==> config.mk <==
export PLATFORM = sky130hd
export DESIGN_NAME = ppu_ram
export DESIGN_NICKNAME = d
export VERILOG_FILES = /design/src/design/ppu_ram.sv
export SDC_FILE = /design/constraint.sdc
export NUM_CORES = 2
export LEC_CHECK = 0
export ABC_AREA = 1
export BUFFER_PORTS_ARGS = -buffer_cell sky130_fd_sc_hd__buf_2
export CAP_MARGIN = 20
export CORE_MARGIN = 4
export CORE_UTILIZATION = 60
export DETAILED_ROUTE_END_ITERATION = 10
export HOLD_SLACK_MARGIN = 0.02
export PLACE_DENSITY = 0.76
export SLEW_MARGIN = 30
export SYNTH_ARGS = -nofsm -noshare
export SYNTH_HDL_FRONTEND = slang
export SYNTH_SLANG_ARGS = --single-unit
==> constraint.sdc <==
create_clock -name clk -period 10.42 [get_ports clk]
set_input_delay 1.563 -clock clk [delete_from_list [all_inputs] [get_ports clk]]
set_output_delay 1.563 -clock clk [all_outputs]
set_load 0.02 [all_outputs]
==> src/design/ppu_ram.sv <==
// Generic single-port-write, one-read synchronous RAM with registered read.
module ppu_ram #(
  parameter int unsigned Width = 32,
  parameter int unsigned Depth = 64
) (
  input  logic                     clk,
  input  logic                     we,
  input  logic [$clog2(Depth)-1:0] waddr,
  input  logic [Width-1:0]         wdata,
  input  logic [$clog2(Depth)-1:0] raddr,
  output logic [Width-1:0]         rdata
);
  logic [Width-1:0] mem [Depth];

  always_ff @(posedge clk) begin
    if (we) mem[waddr] <= wdata;
    rdata <= mem[raddr];
  end
endmodule

==> reports/results.ini <==
[run_status]
outcome=complete, no violations

[clocking]
clk_latency_ns=0.82
numCtsBuffers=195
cts.root.buffer_cell=clkbuf_16
clk_path_buf_depth=3
clk_pin_slew_ns=0.06
cts.sinks=2080
cts_htree_levels=4
tritoncts=built
cts_setup_buffers=0
cts_resized=0
hold_buffers=0

[drt]
ant_nets=0
via_per_inst=6.328
num_vias=54700
drc=0
routedWlPerCell_um=26.06
drt_iter0_drc=8229
drt-total-wl_mm=225.3
drtPass1Iterations=7

[floorplan]
die_w_um=379.3
die_h_um=379.3
initial_core_util_pct=60.77
ios=78
row_count=135
coreArea_um2=136100
die_area_um2=143900

[setup_path]
cp_slowest_cell=buf_12
timing.rr.end=rdata[8]
worstSetupStartpointType=input pin
crit_top_cell=nand3_1
worstPathRequired_ns=11.12
worstSetupPathType=input pin to flop
path_cells=buf_8, buf_4, buf_12, nand3_1, nand3_1, nand3_1, nand3_1, nand2_1, nand2_1, nand2_1
reg2regPathDepth=8
critPathBufInv=3
cp_top_family=buffers and inverters
critPathArrivalTime_ns=4.94
rrSetupSlack_ns=8.72
slowest_delay_ns=0.80
r2r-start=mem[48][8]
cp_max_fo=173
cp-startpoint=raddr[1]
end_kind=flop

[global_route]
grt_pass1_vias=52000
gr-total-overflow=0
track_usage_pct=31.14
antenna_found_initial=14
grt_max_degree=233
grt_pass1_wl_mm=328.8

[synthesis]
synth_top_area_share_pct=74.33
synthTopCellsByArea=edfxtp_1 (74%), nand3_1 (12%), nand2_1 (10%)
yosysWarnings=0
mappedNetlistArea_um2=82740
synth_seq_cells=2080
synth_nets=6815
ys_seq_area_share_pct=75.10
synthCells=6769
yosysUniqueCellTypes=16
syn_area_per_cell_um2=12.22
yosysTopAreaCell=edfxtp_1

[place]
io_buffers=77
place_inst=8281
detailed_place.area_um2=84620
place_ws_ns=5.435
dp_hpwl_mm=108.8
gp_congestion=0.8229

[job]
maxCapViolations=0

[sta]
max_freq_mhz=236.1
fin_tns_setup_ns=0
hold_violations=0
rsz0062_at_grt=no
finalMaxSlewViolations=0
finalClockSkew_ns=0.01988
fin_crit_ns=4.236
setup_violations=0
worst_pin_slew_ns=0.9824
finalCritPeriodShare_pct=40.65
setup_slack_ns=6.184
slew-limit-headroom_pct=34.41

[min_path]
hold_path_class=flop to flop
worstHoldStart=mem[42][1]
holdPathEnd=rdata[1]
hold_depth=8

[power]
p_per_area_nw_per_um2=188.9
finalPower_mw=17.16
p_leak_nw=31.82
vdd_drop_max_v=0.0001570

[layout]
final_common_cell=nand2_1
multi_input_area_um2=18770
fillers=9296
fin_cells=8645
ff_latch_area_um2=62140
final_cell_area_um2=90840
final_nets=6747
final_cell_mix=nand2_1 (2,248), edfxtp_1 (2,048), nand3_1 (1,907)
drive_gt1_share_pct=7.466
areaGrowthSynthToFinish_pct=9.796

[routing by layer]
layer  routed length (µm)  vias to the layer above  track usage (%)  part of all wire [%]
met5                   81                        -                0                 0.036
met4                10860                       12            14.38                   4.8
met3                30580                      634            8.149                    14
met2               102800                     3750            47.58                    46
met1                80980                    26340            42.44                    36
li1                     -                    23970                -                     -
[cells in the mapped netlist]
library cell,instances
inv_2,2
inv_4,1
nand3_1,1907
edfxtp_1,2048
buf_8,2
nand2_1,2248
buf_4,45
nor4_1,8
buf_2,282
nor2_1,56
buf_1,40
dfxtp_1,32
clkbuf_1,77
nand4_1,9
buf_6,3
inv_1,9
[per-stage QoR]
step	hold slack, ns	util, %
after detailed placement	0.7874	62.16
after floorplan	0.7214	-
after global placement	0.7830	62.09
after CTS	0.7998	66.62
after global routing	0.8662	66.72
final	0.7983	66.73
[tightest hold or removal path, delay by kind of cell (launching register included)]
kind,cells,cell delay (ns)
flops,1,0.32
simple gates,8,0.46
[kinds of logic (layout without fill, tap and decap cells)]
logic type	Yosys count	in the layout	share of synthesized area (%)
other	0	6	0
buffers and inverters	461	550	2.779
DFF	2080	2080	75.10
and+or+nand+nor	4228	4228	22.12
[worst max-delay path by stage]
stage                      end  slack [ns]  cells past startpoint
detailed placement    rdata[0]        5.43                     11
floorplan           mem[48][0]        4.73                      3
global route         rdata[15]        6.06                     11
finish                rdata[8]        6.18                     10
global placement      rdata[0]        5.47                     11
CTS                  rdata[15]        6.29                     11
[power breakdown]
part           switching, mW  leakage, nW  internal (mW)
logic                  0.773         10.2          0.238
clock network           2.99         2.95           3.85
registers             0.0538         18.7           9.26
total                   3.82         31.8           13.3
[state kept, by name, summed over array words and instances, names as in the netlist]
register and cells:
rdata 32, mem 2048
[final cells by class]
cell class / instances / share of cell area, %
Sequential cell: 2080 / 68.40
Multi-Input combinational cell: 4228 / 20.66
Clock buffer: 272 / 5.848
Tap cell: 1781 / 2.453
Timing Repair Buffer: 184 / 1.676
Clock inverter: 82 / 0.8388
Inverter: 12 / 0.1033
Antenna cell: 6 / 0.01653
No activity file was read; power rests on OpenSTA's default activity.
