File: src/design/ppu_pkg.sv
// Shared types, constants and helper functions for the particle pool.
package ppu_pkg;

  localparam int unsigned PoolSize = 64;
  localparam int unsigned SlotW    = 6;
  localparam logic [17:0] PiQ16    = 18'd205887;

  typedef enum logic [1:0] {
    OP_TICK   = 2'd0,
    OP_EMIT   = 2'd1,
    OP_RENDER = 2'd2,
    OP_NONE   = 2'd3
  } op_t;

  typedef enum logic [1:0] {
    REG_ROT_RATE  = 2'd0,
    REG_SPREAD_VX = 2'd1,
    REG_SPREAD_VY = 2'd2,
    REG_SPREAD_SZ = 2'd3
  } reg_idx_t;

  typedef enum logic [2:0] {
    ST_IDLE,
    ST_EMIT,
    ST_TICK,
    ST_RENDER,
    ST_DIV,
    ST_DRAIN
  } state_t;

  // Memory word: kinematics and appearance of one particle.
  localparam int unsigned KinW = 32 * 5;
  localparam int unsigned AppW = 32 + 32 + 31 + 31;

  // Saturate a 34-bit signed sum to signed 32 bits.
  function automatic logic [31:0] sat_s32(input logic signed [33:0] v);
    logic [31:0] r;
    if (v > 34'sd2147483647) r = 32'h7fffffff;
    else if (v < -34'sd2147483648) r = 32'h80000000;
    else r = v[31:0];
    return r;
  endfunction

  // Saturate a 50-bit signed sum to signed 32 bits.
  function automatic logic [31:0] sat_s50(input logic signed [49:0] v);
    logic [31:0] r;
    if (v > 50'sd2147483647) r = 32'h7fffffff;
    else if (v < -50'sd2147483648) r = 32'h80000000;
    else r = v[31:0];
    return r;
  endfunction

  // Floor of (f-32768)*spread/65536.
  function automatic logic signed [32:0] jit(input logic [15:0] f, input logic [31:0] s);
    logic signed [16:0] d;
    logic signed [49:0] p;
    d = $signed({1'b0, f}) - 17'sd32768;
    p = d * $signed({1'b0, s});
    return p[48:16];
  endfunction

  // (e*(65536-t)+b*t)>>16 for a narrow channel.
  function automatic logic [7:0] mix8(input logic [7:0] e, input logic [7:0] b,
                                      input logic [16:0] t);
    logic [25:0] s;
    s = e * (17'd65536 - t) + b * t;
    return s[23:16];
  endfunction

endpackage

File: src/design/ppu_div.sv
// Radix-2 restoring divider: 17-bit quotient of (num<<16)/den, num < den.
module ppu_div (
  input  logic        clk,
  input  logic        rst,
  input  logic        go,
  input  logic [30:0] num,
  input  logic [30:0] den,
  output logic        done,
  output logic [16:0] quo
);
  import ppu_pkg::*;
  logic [31:0] rem;
  logic [30:0] dv;
  logic [4:0]  cnt;
  logic        run;
  logic [32:0] sh;

  assign sh = {rem, 1'b0};

  always_ff @(posedge clk) begin
    if (rst) begin
      run  <= 1'b0;
      done <= 1'b0;
    end else begin
      done <= 1'b0;
      if (go) begin
        run <= 1'b1;
        cnt <= 5'd15;
        rem <= {1'b0, num};
        dv  <= den;
        quo <= '0;
      end else if (run) begin
        if (sh >= {2'b0, dv}) begin
          rem <= 32'(sh - {2'b0, dv});
          quo <= {quo[15:0], 1'b1};
        end else begin
          rem <= sh[31:0];
          quo <= {quo[15:0], 1'b0};
        end
        if (cnt == 5'd0) begin
          run  <= 1'b0;
          done <= 1'b1;
        end else begin
          cnt <= cnt - 5'd1;
        end
      end
    end
  end
endmodule

File: config.mk
export PLATFORM = sky130hd
export DESIGN_NAME = ppu_div
export DESIGN_NICKNAME = d
export VERILOG_FILES = /design/src/design/ppu_pkg.sv /design/src/design/ppu_div.sv
export SDC_FILE = /design/constraint.sdc
export NUM_CORES = 1
export LEC_CHECK = 0
export ABC_AREA = 0
export BUFFER_PORTS_ARGS = -buffer_cell sky130_fd_sc_hd__buf_4
export CAP_MARGIN = 5
export CORE_ASPECT_RATIO = 0.6
export CORE_MARGIN = 2
export CORE_UTILIZATION = 47
export DETAILED_ROUTE_END_ITERATION = 6
export PLACE_DENSITY = 0.71
export SYNTH_ARGS = -nofsm -noshare
export SYNTH_HDL_FRONTEND = slang
export SYNTH_SLANG_ARGS = --single-unit
File: constraint.sdc
create_clock -name clk -period 3 [get_ports clk]
set_clock_uncertainty 0.15 [all_clocks]
set_input_delay 0 -clock clk [delete_from_list [all_inputs] [get_ports clk]]
set_output_delay 0 -clock clk [all_outputs]
set_load 0.05 [all_outputs]
==> impl_metrics.ini <==
[final_layout]
final_area_um2 = 7230
final_core_util_pct = 67.1
finish.net_count = 765
fillers = 829
area_growth_pct = 36.4
antenna_cells = 0
drive_gt1_share_pct = 22.5
final_cells = 810

[global_route]
grt_overflow = 0
grt_usage_pct = 23.7
grt_pass1_wl_mm = 22.5
antenna_found_initial = 0
use_met3_pct = 5.47
grt_max_degree = 50
grt_pass1_vias = 4468
grt-busiest-layer = met2
met2_usage_pct = 36.3
grt_use_met1_pct = 33.9

[min_path]
holdPathStages = 2
holdPathEnd = quo[2]$_SDFFCE_PP0P_
hold_class = input port to flop
hp-start = go

[sta]
worst_slew_pin_slew_ns = 0.961
final-hold-violation-count = 0
drv_slew = 0
tns_ns = 0
rsz0062_at_grt = no
fin_crit_ns = 2.87
timing.hold.ws_ns = 0.0254
setup_slack_ns = 0.130
max_clock_freq_mhz = 348
period_share_pct = 95.7
setup_viol_count_final = 0
max_slew_margin_pct = 35.5

[floorplan]
ios = 83
dieArea_um2 = 12200
start_util_pct = 49.2
dieHeight_um = 86.3
die-width_um = 141
fp-row-count = 29
core_um2 = 10800

[pwr]
p_total_mw = 3.85
irDropWorstVdd_mv = 0.312
power_leakage_nw = 2.98
p_per_area_nw_per_um2 = 532

[yosys]
yosys.area.top_type = edfxtp_1
syn-num-nets = 606
synth_cell_types = 57
synth_cells = 507
synth_flop_cell = edfxtp_1
avgSynthCellArea_um2 = 10.5
synth_top_area_share_pct = 48.2
ys_seq_elements = 87
netlist_area_um2 = 5300
yosys_warnings = 0
async_flop_share_pct = 0
yosysSeqAreaShare_pct = 48.9
synth.area.top_cells = edfxtp_1, ha_1, nand2_1, a21oi_1, xor2_1
synth-edff-count = 85

[route]
ant_nets = 0
wl_per_cell_um = 17.1
drc_errors = 0
dr.pass1.iters = 5
vias = 4571
drt_iter0_markers = 433
wl_mm = 13.9
viasPerCell = 5.64

[clocking]
clockRootBuffer = clkbuf_16
cts_sinks = 87
numCtsBuffers = 9
cts.clk_slew.worst_paths_ns = 0.07
clock_latency_ns = 0.35
cts_tree = yes
htree_levels = 3
cts.path.max_buffers = 2

[setup_path]
rr_worst_depth = 10
rrSetupSlack_ns = 0.13
slowest_stage = edfxtp_1
critPathBufInv = 1
r2r-start = rem[2]$_DFFE_PP_
path_cells = ha_1 > a21o_1 > a21oi_2 > a211oi_4 > o2111ai_2 > nand3_2 > a21oi_4 > buf_12 > mux2i_1 > o21ai_1
crit_fanout = 29
r2r-end = rem[1]$_DFFE_PP_
crit_required_ns = 2.94
critPathArrivalTime_ns = 2.81
worstSetupPathType = flop to flop
slowest_delay_ns = 0.39
cp-start-kind = flop
endpoint_kind = flop
critPathTopFamily = compound AO/OA/AOI/OAI gates

[place]
dp_hpwl_mm = 9.39
gp_congestion = 0.900
dp_slack_ns = -0.00307
placedCellCount = 728
io_buffers = 82
placed_cell_area_um2 = 6190

[flow_run]
cap_violations = 0

[status]
status = complete, no violations
-- timing repair --
| action | 4_1_cts | 5_1_grt |
|---|---|---|
| hold endpoints to repair | 69 | 0 |
| setup endpoints to repair | 4 | 20 |
| gates cloned | 0 | 0 |
| gates resized for setup | 2 | 19 |
| buffers inserted | 0 | 3 |
| pin swaps | 1 | 4 |
| hold buffers | 63 | 0 |
-- final cells by class --
type | instances | area (µm²) | share of cell area, %
inverter | 37 | 139 | 1.92
timing repair buffer | 174 | 1490 | 20.6
sequential | 87 | 2590 | 35.9
multi-input combinational | 357 | 2530 | 35.1
tap | 139 | 174 | 2.41
clock buffer | 10 | 229 | 3.17
clock inverter | 6 | 70.1 | 0.969
-- cells by family after synthesis --
family / after synthesis / synth area share (%)
DFF: 87 / 48.9
and+or+nand+nor: 154 / 14.2
buffers and inverters: 63 / 5.10
xor gates and xnor gates: 30 / 4.96
muxes: 8 / 1.51
adders and majority gates: 34 / 8.17
AOI/OAI and AO/OA: 131 / 17.1
-- power by group --
part / internal, mW / switching, mW
registers: 1.47 / 0.0503
logic: 0.541 / 0.643
clock network: 0.652 / 0.493
total: 2.66 / 1.19
-- flip-flops by register name (all words and copies together), names as in the netlist --
name,count
dv,31
cnt,5
quo,17
rem,32
done,1
run,1
-- Yosys cell counts, types with 6 or more instances --
| library cell | n |
|---|---|
| ha_1 | 33 |
| xor2_1 | 16 |
| nor2b_1 | 19 |
| mux2i_1 | 8 |
| xnor2_1 | 14 |
| nor2_1 | 27 |
| nand2_1 | 47 |
| a211oi_1 | 7 |
| nand3_1 | 25 |
| o21ai_0 | 12 |
| o21bai_1 | 8 |
| o311ai_1 | 15 |
| a21o_1 | 12 |
| nand4_1 | 11 |
| edfxtp_1 | 85 |
| clkbuf_1 | 15 |
| a21oi_1 | 34 |
| a31oi_1 | 7 |
| inv_1 | 36 |
| buf_2 | 6 |
-- worst max-delay path by stage --
stage / depth (start not counted) / slack, ns / startpoint / end
final: 10 / 0.13 / rem[2]$_DFFE_PP_ / rem[1]$_DFFE_PP_
after global routing: 9 / 0.003 / rem[1]$_DFFE_PP_ / rem[21]$_DFFE_PP_
after CTS: 9 / 0.004 / rem[6]$_DFFE_PP_ / rem[8]$_DFFE_PP_
after detailed placement: 9 / -0.003 / rem[2]$_DFFE_PP_ / rem[26]$_DFFE_PP_
after global placement: 10 / 0.11 / rem[17]$_DFFE_PP_ / rem[1]$_DFFE_PP_
after floorplan: 9 / 0.24 / rem[7]$_DFFE_PP_ / rem[21]$_DFFE_PP_
-- metal layers --
metal  wire length [µm]  vias to the layer above  part of all wire (%)
li1                   -                     2205                     -
met1               6800                     2186                    49
met2               6060                      168                    44
met3                898                       12                   6.5
met4                126                        0                  0.91
met5                  0                        -                     0
-- cells in the final DEF, fill, tap and decap left out, types with 5 or more instances in the layout --
cell	count
nor2b_1	18
ha_1	28
nor2_1	24
inv_1	36
nand2_1	46
a21o_1	11
o31ai_1	5
o21ai_1	5
a211oi_1	6
xor2_1	16
o311ai_1	14
o21bai_1	7
clkbuf_16	9
a31oi_1	6
buf_4	109
nand4_1	11
a221o_1	5
and3_1	5
o21ai_0	11
xnor2_1	14
a21oi_1	32
mux2i_1	8
nand3_1	25
edfxtp_1	85
dlygate4sd3_1	63
(Power assumes the default switching activity.)
